===== config.mk =====
export PLATFORM = sky130hd
export DESIGN_NAME = tps_cut_lane
export DESIGN_NICKNAME = d
export VERILOG_FILES = /design/src/design/tetra_plane_split_unit_assert.svh /design/src/design/tps_pkg.sv /design/src/design/tps_cut_lane.sv
export SDC_FILE = /design/constraint.sdc
export NUM_CORES = 2
export LEC_CHECK = 0
export ABC_AREA = 1
export BUFFER_PORTS_ARGS = -buffer_cell sky130_fd_sc_hd__buf_2
export CORE_UTILIZATION = 30
export DETAILED_ROUTE_END_ITERATION = 16
export PLACE_DENSITY_LB_ADDON = 0.05
export RECOVER_POWER = 25
export SETUP_SLACK_MARGIN = 0.2
export SYNTH_ARGS = -nofsm -noshare
export SYNTH_HDL_FRONTEND = slang
export SYNTH_SLANG_ARGS = --single-unit

===== constraint.sdc =====
create_clock -name clk -period 31.7 [get_ports clk]
set_clock_uncertainty 0.15 [all_clocks]
set_input_delay 6.34 -clock clk [delete_from_list [all_inputs] [get_ports clk]]
set_output_delay 6.34 -clock clk [all_outputs]
set_load 0.05 [all_outputs]

===== src/design/tetra_plane_split_unit_assert.svh =====
// assertion macros for the tetrahedron plane split unit
`ifndef TETRA_PLANE_SPLIT_UNIT_ASSERT_SVH
`define TETRA_PLANE_SPLIT_UNIT_ASSERT_SVH
// property that must hold every cycle outside reset
`define TPS_ASSERT(lbl, prop, msg) \
  lbl: assert property (@(posedge clk) disable iff (rst) (prop)) else $error(msg);
// non-overlapping implication
`define TPS_ASSERT_NEXT(lbl, ante, cons, msg) \
  lbl: assert property (@(posedge clk) disable iff (rst) (ante) |=> (cons)) else $error(msg);
`endif


===== src/design/tps_pkg.sv =====
// ---------------------------------------------------------------------------
// tps_pkg
// shared types, constants and piece tables of the plane split unit
// ---------------------------------------------------------------------------
`timescale 1ns / 1ps
`default_nettype none
package tps_pkg;
  localparam int FracBitsDefault = 16;
  localparam int CoordW = 32;
  localparam int SideW = 66;

  typedef enum logic [2:0] {
    REG_PX = 3'd0, REG_PY = 3'd1, REG_PZ = 3'd2,
    REG_NX = 3'd3, REG_NY = 3'd4, REG_NZ = 3'd5
  } reg_idx_t;

  typedef struct packed {
    logic [4:0] p0;
    logic [4:0] p1;
    logic [4:0] p2;
    logic [4:0] p3;
    logic       side;
  } piece_row_t;

  // point codes: 0..3 positive list, 4..7 negative list, 8+4p+n cut point
  function automatic piece_row_t piece_row(input logic [3:0] r);
    piece_row_t t;
    case (r)
      4'd0:  t = '{5'd4, 5'd5, 5'd6, 5'd7, 1'b0};
      4'd1:  t = '{5'd0, 5'd8, 5'd9, 5'd10, 1'b1};
      4'd2:  t = '{5'd4, 5'd8, 5'd9, 5'd10, 1'b0};
      4'd3:  t = '{5'd4, 5'd5, 5'd9, 5'd10, 1'b0};
      4'd4:  t = '{5'd4, 5'd5, 5'd6, 5'd10, 1'b0};
      4'd5:  t = '{5'd0, 5'd1, 5'd8, 5'd9, 1'b1};
      4'd6:  t = '{5'd1, 5'd8, 5'd13, 5'd9, 1'b1};
      4'd7:  t = '{5'd1, 5'd13, 5'd12, 5'd8, 1'b1};
      4'd8:  t = '{5'd4, 5'd5, 5'd8, 5'd12, 1'b0};
      4'd9:  t = '{5'd5, 5'd13, 5'd8, 5'd12, 1'b0};
      4'd10: t = '{5'd5, 5'd13, 5'd9, 5'd8, 1'b0};
      4'd11: t = '{5'd0, 5'd8, 5'd12, 5'd16, 1'b1};
      4'd12: t = '{5'd0, 5'd1, 5'd12, 5'd16, 1'b1};
      4'd13: t = '{5'd0, 5'd1, 5'd2, 5'd16, 1'b1};
      4'd14: t = '{5'd4, 5'd8, 5'd12, 5'd16, 1'b0};
      default: t = '{5'd0, 5'd1, 5'd2, 5'd3, 1'b1};
    endcase
    return t;
  endfunction

  function automatic logic [3:0] case_start(input logic [2:0] pc);
    logic [3:0] r;
    case (pc)
      3'd0: r = 4'd0;
      3'd1: r = 4'd1;
      3'd2: r = 4'd5;
      3'd3: r = 4'd11;
      default: r = 4'd15;
    endcase
    return r;
  endfunction

  function automatic logic [2:0] case_count(input logic [2:0] pc);
    logic [2:0] r;
    case (pc)
      3'd1, 3'd3: r = 3'd4;
      3'd2: r = 3'd6;
      default: r = 3'd1;
    endcase
    return r;
  endfunction
endpackage
`default_nettype wire


===== src/design/tps_cut_lane.sv =====
// ---------------------------------------------------------------------------
// tps_cut_lane
// one edge cut: restoring divide for t then scaled offset per axis
// ---------------------------------------------------------------------------
`timescale 1ns / 1ps
`default_nettype none
module tps_cut_lane #(
  parameter int FracBits = tps_pkg::FracBitsDefault
) (
  input  wire logic                              clk,
  input  wire logic                              start,
  input  wire logic                              run,
  input  wire logic [tps_pkg::SideW-1:0]         num,
  input  wire logic [tps_pkg::SideW-1:0]         den,
  input  wire logic signed [tps_pkg::CoordW-1:0] ax,
  input  wire logic signed [tps_pkg::CoordW-1:0] ay,
  input  wire logic signed [tps_pkg::CoordW-1:0] az,
  input  wire logic signed [tps_pkg::CoordW-1:0] bx,
  input  wire logic signed [tps_pkg::CoordW-1:0] by,
  input  wire logic signed [tps_pkg::CoordW-1:0] bz,
  output logic signed [tps_pkg::CoordW-1:0]      cx,
  output logic signed [tps_pkg::CoordW-1:0]      cy,
  output logic signed [tps_pkg::CoordW-1:0]      cz
);
  localparam int RemW = tps_pkg::SideW + 1;
  localparam int QW = FracBits + 1;

  // one quotient bit per start/run cycle; num <= den, first is bit FracBits
  logic [RemW-1:0] rem;
  logic [tps_pkg::SideW-1:0] dv;
  logic [QW-1:0] q;
  logic signed [tps_pkg::CoordW-1:0] a_x, a_y, a_z, b_x, b_y, b_z;
  logic [RemW-1:0] rem_in, rem_sh;
  logic bit_q;

  assign rem_in = start ? RemW'(num) : {rem[RemW-2:0], 1'b0};
  assign bit_q = rem_in >= RemW'(start ? den : dv);
  assign rem_sh = bit_q ? rem_in - RemW'(start ? den : dv) : rem_in;

  always_ff @(posedge clk) begin
    // quotient holds once all bits are in
    if (start || run) begin
      rem <= rem_sh;
      q <= {q[QW-2:0], bit_q};
    end
    if (start) begin
      dv <= den;
      a_x <= ax; a_y <= ay; a_z <= az;
      b_x <= bx; b_y <= by; b_z <= bz;
    end
  end

  function automatic logic signed [tps_pkg::CoordW-1:0] cut_axis(
    input logic signed [tps_pkg::CoordW-1:0] a,
    input logic signed [tps_pkg::CoordW-1:0] b,
    input logic [QW-1:0] t
  );
    logic signed [tps_pkg::CoordW:0] d;
    logic [tps_pkg::CoordW:0] m;
    logic [tps_pkg::CoordW+QW:0] p;
    logic [tps_pkg::CoordW:0] s;
    d = 33'(b) - 33'(a);
    m = d[tps_pkg::CoordW] ? 33'(-d) : 33'(d);
    p = (tps_pkg::CoordW+QW+1)'(t) * (tps_pkg::CoordW+QW+1)'(m);
    s = 33'(p >> FracBits);
    if (d[tps_pkg::CoordW]) s = -s;
    return tps_pkg::CoordW'(33'(a) + s);
  endfunction

  assign cx = cut_axis(a_x, b_x, q);
  assign cy = cut_axis(a_y, b_y, q);
  assign cz = cut_axis(a_z, b_z, q);
endmodule
`default_nettype wire


# Word-level counts from Yosys, hierarchy flattened

Cells that the tools add are included.

Bits in registers: 341
Bits of input ports: 327
Output and inout bits: 96
Logic and storage cells: 36

Add/sub/neg operators: 13
Multipliers: 3
Magnitude comparators: 1
Mux-type cells: 9
Reductions and logical operators: 1

Operators by type and width:

| kind                           | count |
|---|---|
| multiplier 17 x 33 -> 48 bit   | 3 |
| 2-to-1 mux 66 bit              | 2 |
| 2-to-1 mux 33 bit              | 3 |
| negator 33 bit                 | 3 |
| subtractor 32 x 32 -> 33 bit   | 3 |
| adder 32 bit                   | 3 |
| 2-to-1 mux 32 bit              | 3 |
| negator 32 bit                 | 3 |
| >= comparator 67 x 66 -> 1 bit | 1 |
| 2-to-1 mux 67 bit              | 1 |
| subtractor 66 bit              | 1 |
| logical OR 1 bit               | 1 |

# Depth between registers and ports, before layout

Depth in word-level cells: 7
Gate-level depth with buffers: 71

# Worst setup path before layout

OpenSTA, ideal clock, no wires.

Path kind: flip-flop to output port
Start point: register a_x[0] (netlist name)
End point: output port cx[27] (netlist name)
Arrival time: 10811 ps
Required time: 25210 ps
Slack: 14399 ps
Stages on the path, launching flop included: 58
Path buffers: 0
Path through: edfxtp_1 ha_1 fa_1 inv_1 nand3_1 nand2_2 xnor2_1 inv_1 nor2_1 nand2_1 nor3_2 nand3_2 nor3_2 nand2_1 o211ai_1 nand2_1 inv_1 nor2_1 (+22 left out) nor2_1 nand2_1 nor2_1 nand3b_1 nand2_1 xor2_1 inv_1 ha_1 a21oi_1 o21ai_0 o21bai_1 a21boi_0 o21ai_1 a21oi_1 o21ai_1 a21boi_0 o21ai_1 xor2_1

Cells in the longest elaborated chain, start to end: 7

Ends and longest elaborated chain:

| element                      | line               | RTL |
|---|---|---|
| from (decl)                  | tps_cut_lane.sv:32 | `logic signed [tps_pkg::CoordW-1:0] a_x, a_y, a_z, b_x, b_y, b_z;` |
| from (signal assigned)       | tps_cut_lane.sv:48 | `a_x <= ax; a_y <= ay; a_z <= az;` |
| subtractor 32 x 32 -> 33 bit | tps_cut_lane.sv:62 | `d = 33'(b) - 33'(a);` |
| negator 33 bit               | tps_cut_lane.sv:63 | `m = d[tps_pkg::CoordW] ? 33'(-d) : 33'(d);` |
| 2-to-1 mux 33 bit            | tps_cut_lane.sv:63 |  |
| multiplier 17 x 33 -> 48 bit | tps_cut_lane.sv:64 | `p = (tps_pkg::CoordW+QW+1)'(t) * (tps_pkg::CoordW+QW+1)'(m);` |
| negator 32 bit               | tps_cut_lane.sv:66 | `if (d[tps_pkg::CoordW]) s = -s;` |
| 2-to-1 mux 32 bit            | tps_cut_lane.sv:66 |  |
| adder 32 bit (*)             | tps_cut_lane.sv:67 | `return tps_pkg::CoordW'(33'(a) + s);` |
| to (decl)                    | tps_cut_lane.sv:21 | `output logic signed [tps_pkg::CoordW-1:0] cx,` |

Every way passes the cells marked *; elsewhere a longest branch is shown, timed or not.

# Worst setup path in the final report

Start point: register q[8]
End point: output port cx[29] (netlist name)

Cells in the longest elaborated chain, start to end: 4

Ends and longest elaborated chain:

| element                          | line               | RTL |
|---|---|---|
| from (decl)                      | tps_cut_lane.sv:31 | `logic [QW-1:0] q;` |
| from (signal assigned)           | tps_cut_lane.sv:44 | `q <= {q[QW-2:0], bit_q};` |
| multiplier 17 x 33 -> 48 bit (*) | tps_cut_lane.sv:64 |  |
| negator 32 bit                   | tps_cut_lane.sv:66 |  |
| 2-to-1 mux 32 bit (*)            | tps_cut_lane.sv:66 |  |
| adder 32 bit (*)                 | tps_cut_lane.sv:67 |  |

Marked as above.

==> results.yml <==
clock_network:
  cts_hold_buf: 0
  cts_buffer_depth: 3
  cts_tree: "built"
  clockRootBuffer: "clkbuf_16"
  cts-resized-gates: 0
  cts_num_sinks: 341
  ctsHtreeMaxLevel: 2
  insertion_delay_ps: 730
  clkTransAtPathRegs_ps: 60
  cts_buffers: 50
  postCtsSetupBuffers: 0
sta:
  tns_ps: 0
  fmax_mhz: 45.7
  hold_viol_final: 0
  finalCritPeriodShare_pct: 69.1
  slew_viol_final: 640
  maxSlewHeadroom_pct: -195
  worst_slew_pin_slew_ps: 4420
  rsz0062_at_grt: "false"
  final.min_clock_period_ps: 21900
  setup_viol_count_final: 0
critical_path:
  crit_start: "q[8]"
  critical_path_class: "reg2out"
  reg2reg_setup_slack_ps: 26590
  cp_common_cell: "nand2_1"
  cp_data_required_time_ps: 25210
  r2r_start: "q[10]"
  crit_fanout: 54
  cp.arrival_ps: 15410
  critPathMaxStageDelay_ps: 2790
  worstSetupEndpointType: "output port"
  critPathLaunchType: "flop"
  crit_slowest_cell: "clkbuf_1"
grt:
  gr-total-overflow: 0
  antenna_found_initial: 9
  gr-usage-all-layers_pct: 23.2
  grt_pass1_vias: 78000
  grt_max_degree: 160
  grt_pass1_wl_um: 500000
cells_and_area:
  final_nets: 14000
  syn_to_final_growth_pct: 9.23
  layout-drive-gt1-share_pct: 5.81
logic_synthesis:
  synth-edff-count: 341
  synthSimpleGateAreaFrac_pct: 21.8
  synth_cells: 11400
  synth_seq_cells: 341
  synthMuxAreaShare_pct: 0.909
  seq_area_frac_synth_pct: 12.0
  synth_area_um2: 85300
  yosys_warnings: 0
  ys_types: 65
  avgSynthCellArea_um2: 7.48
  synth_compound_area_share_pct: 6.81
  synth_flop_cell: "edfxtp_1"
  synthAdderAreaFrac_pct: 41.5
  syn_nets: 13700
  synthArstFlopShare_pct: 0
  synth_top_family_by_area: "adder cells"
  synth_xor_area_share_pct: 4.08
floorplan:
  die_w_um: 535
  die_h_um: 535
  core_um2: 283000
  dieArea_um2: 287000
  rows: 195
  start_util_pct: 30.2
  io_pins: 423
outcome:
  violations: "max-capacitance violations, max-slew violations"
  outcome: "finished, violations left"
route:
  drtPass1Iterations: 6
  routed_wl_um: 330000
  ant_nets: 0
  vias_per_cell: 4.78
  vias: 73800
  drc_errors: 0
  wl_per_cell_um: 21.4
  initialDrtViolationCount: 4831
hold_path:
  hold_start: "rem[23]"
  hp-class: "reg2reg"
place:
  dp_hpwl_um: 271000
  place_congestion: 0.914
  io_buffers: 422
flow_run:
  max-cap-violations: 16
[logic make-up (layout without fill, tap and decap cells)]
| family | after synthesis | in the layout |
|---|---|---|
| and+or+nand+nor | 4660 | 4660 |
| buffers and inverters | 2910 | 3198 |
| adders and majority gates | 1996 | 1996 |
| AOI/OAI and AO/OA | 1040 | 1040 |
| xor gates and xnor gates | 389 | 389 |
| DFF | 341 | 341 |
| muxes | 76 | 76 |
| other | 0 | 1 |
[sequential cells by signal, summed over array words and instances (netlist names)]
name  cells
a_x      32
b_y      32
b_x      32
b_z      32
dv       66
rem      66
a_y      32
a_z      32
q        17
[layout make-up]
cell class	instances	area [um2]
Clock buffer	62	1300
Sequential cell	341	10200
Fill cell	30900	189000
Timing Repair Buffer	505	2670
Clock inverter	28	400
Tap cell	3743	4680
Multi-Input combinational cell	8161	64100
Antenna cell	1	2.50
Inverter	2603	9770
[path summary, 6_finish.rpt]
check / end / cells past startpoint
setup / recovery: cx[29] / 41
hold / removal: rem[24] / 3
setup reg to reg: q[11] / 1
hold reg to reg: rem[24] / 3
[per-layer routing]
metal / vias up / global-route usage [%] / part of all wire (%)
li1: 34900 / - / -
met1: 37000 / 33.3 / 48
met2: 1610 / 38.4 / 46
met3: 243 / 1.90 / 3.8
met4: 4 / 3.98 / 1.7
met5: - / 0 / 0.0076
[cells in the final DEF (no fill, tap or decap), drive strengths merged, types with 34 or more instances in the layout]
master     n
nand3    274
inv     2587
a21oi    524
fa      1390
o21ai    263
clkinv    34
clkbuf   107
nor3      77
nand2   2721
xor2     233
buf      460
nor2    1398
nor4      38
xnor2    156
edfxtp   341
a21o      45
mux2i     64
a31oi     67
ha       606
nand4     89
[worst max-delay path, delay by kind of cell, from the launching register on]
kind	cells	cell delay (ps)
DFF	1	310
buffers and inverters	8	5700
xor gates and xnor gates	3	710
adders and majority gates	8	2720
and+or+nand+nor	14	2720
AOI/OAI and AO/OA	8	2520
[cell usage after synthesis, types with 36 or more instances]
cell type,n,area [um2]
nand3_1,270,1350
fa_1,1390,27800
edfxtp_1,341,10200
xnor2_1,153,1340
a31oi_1,67,419
mux2i_1,64,641
nor3_1,73,365
a21o_1,45,338
inv_1,2561,9610
nand2_1,2696,10100
xor2_1,228,2000
o21ai_0,232,1160
nand4_1,85,532
nor2_1,1377,5170
ha_1,606,7580
clkbuf_1,256,961
nor4_1,36,225
a21oi_1,522,2610
[metrics by stage]
stage	hold WS [ps]	std cells	utilization, %	cell area (um2)	setup WS (ps)
after global routing	562	15400	33.0	93200	8890
after CTS	533	15400	33.0	93300	9750
after detailed placement	519	15400	32.4	91600	10620
after floorplan	274	11400	-	85300	14400
after global placement	518	15400	32.4	91600	10500
final	532	15400	33.0	93200	9800
Power is not shown: default switching activity piles up to over one toggle a cycle in this logic, so the estimate is an artifact.
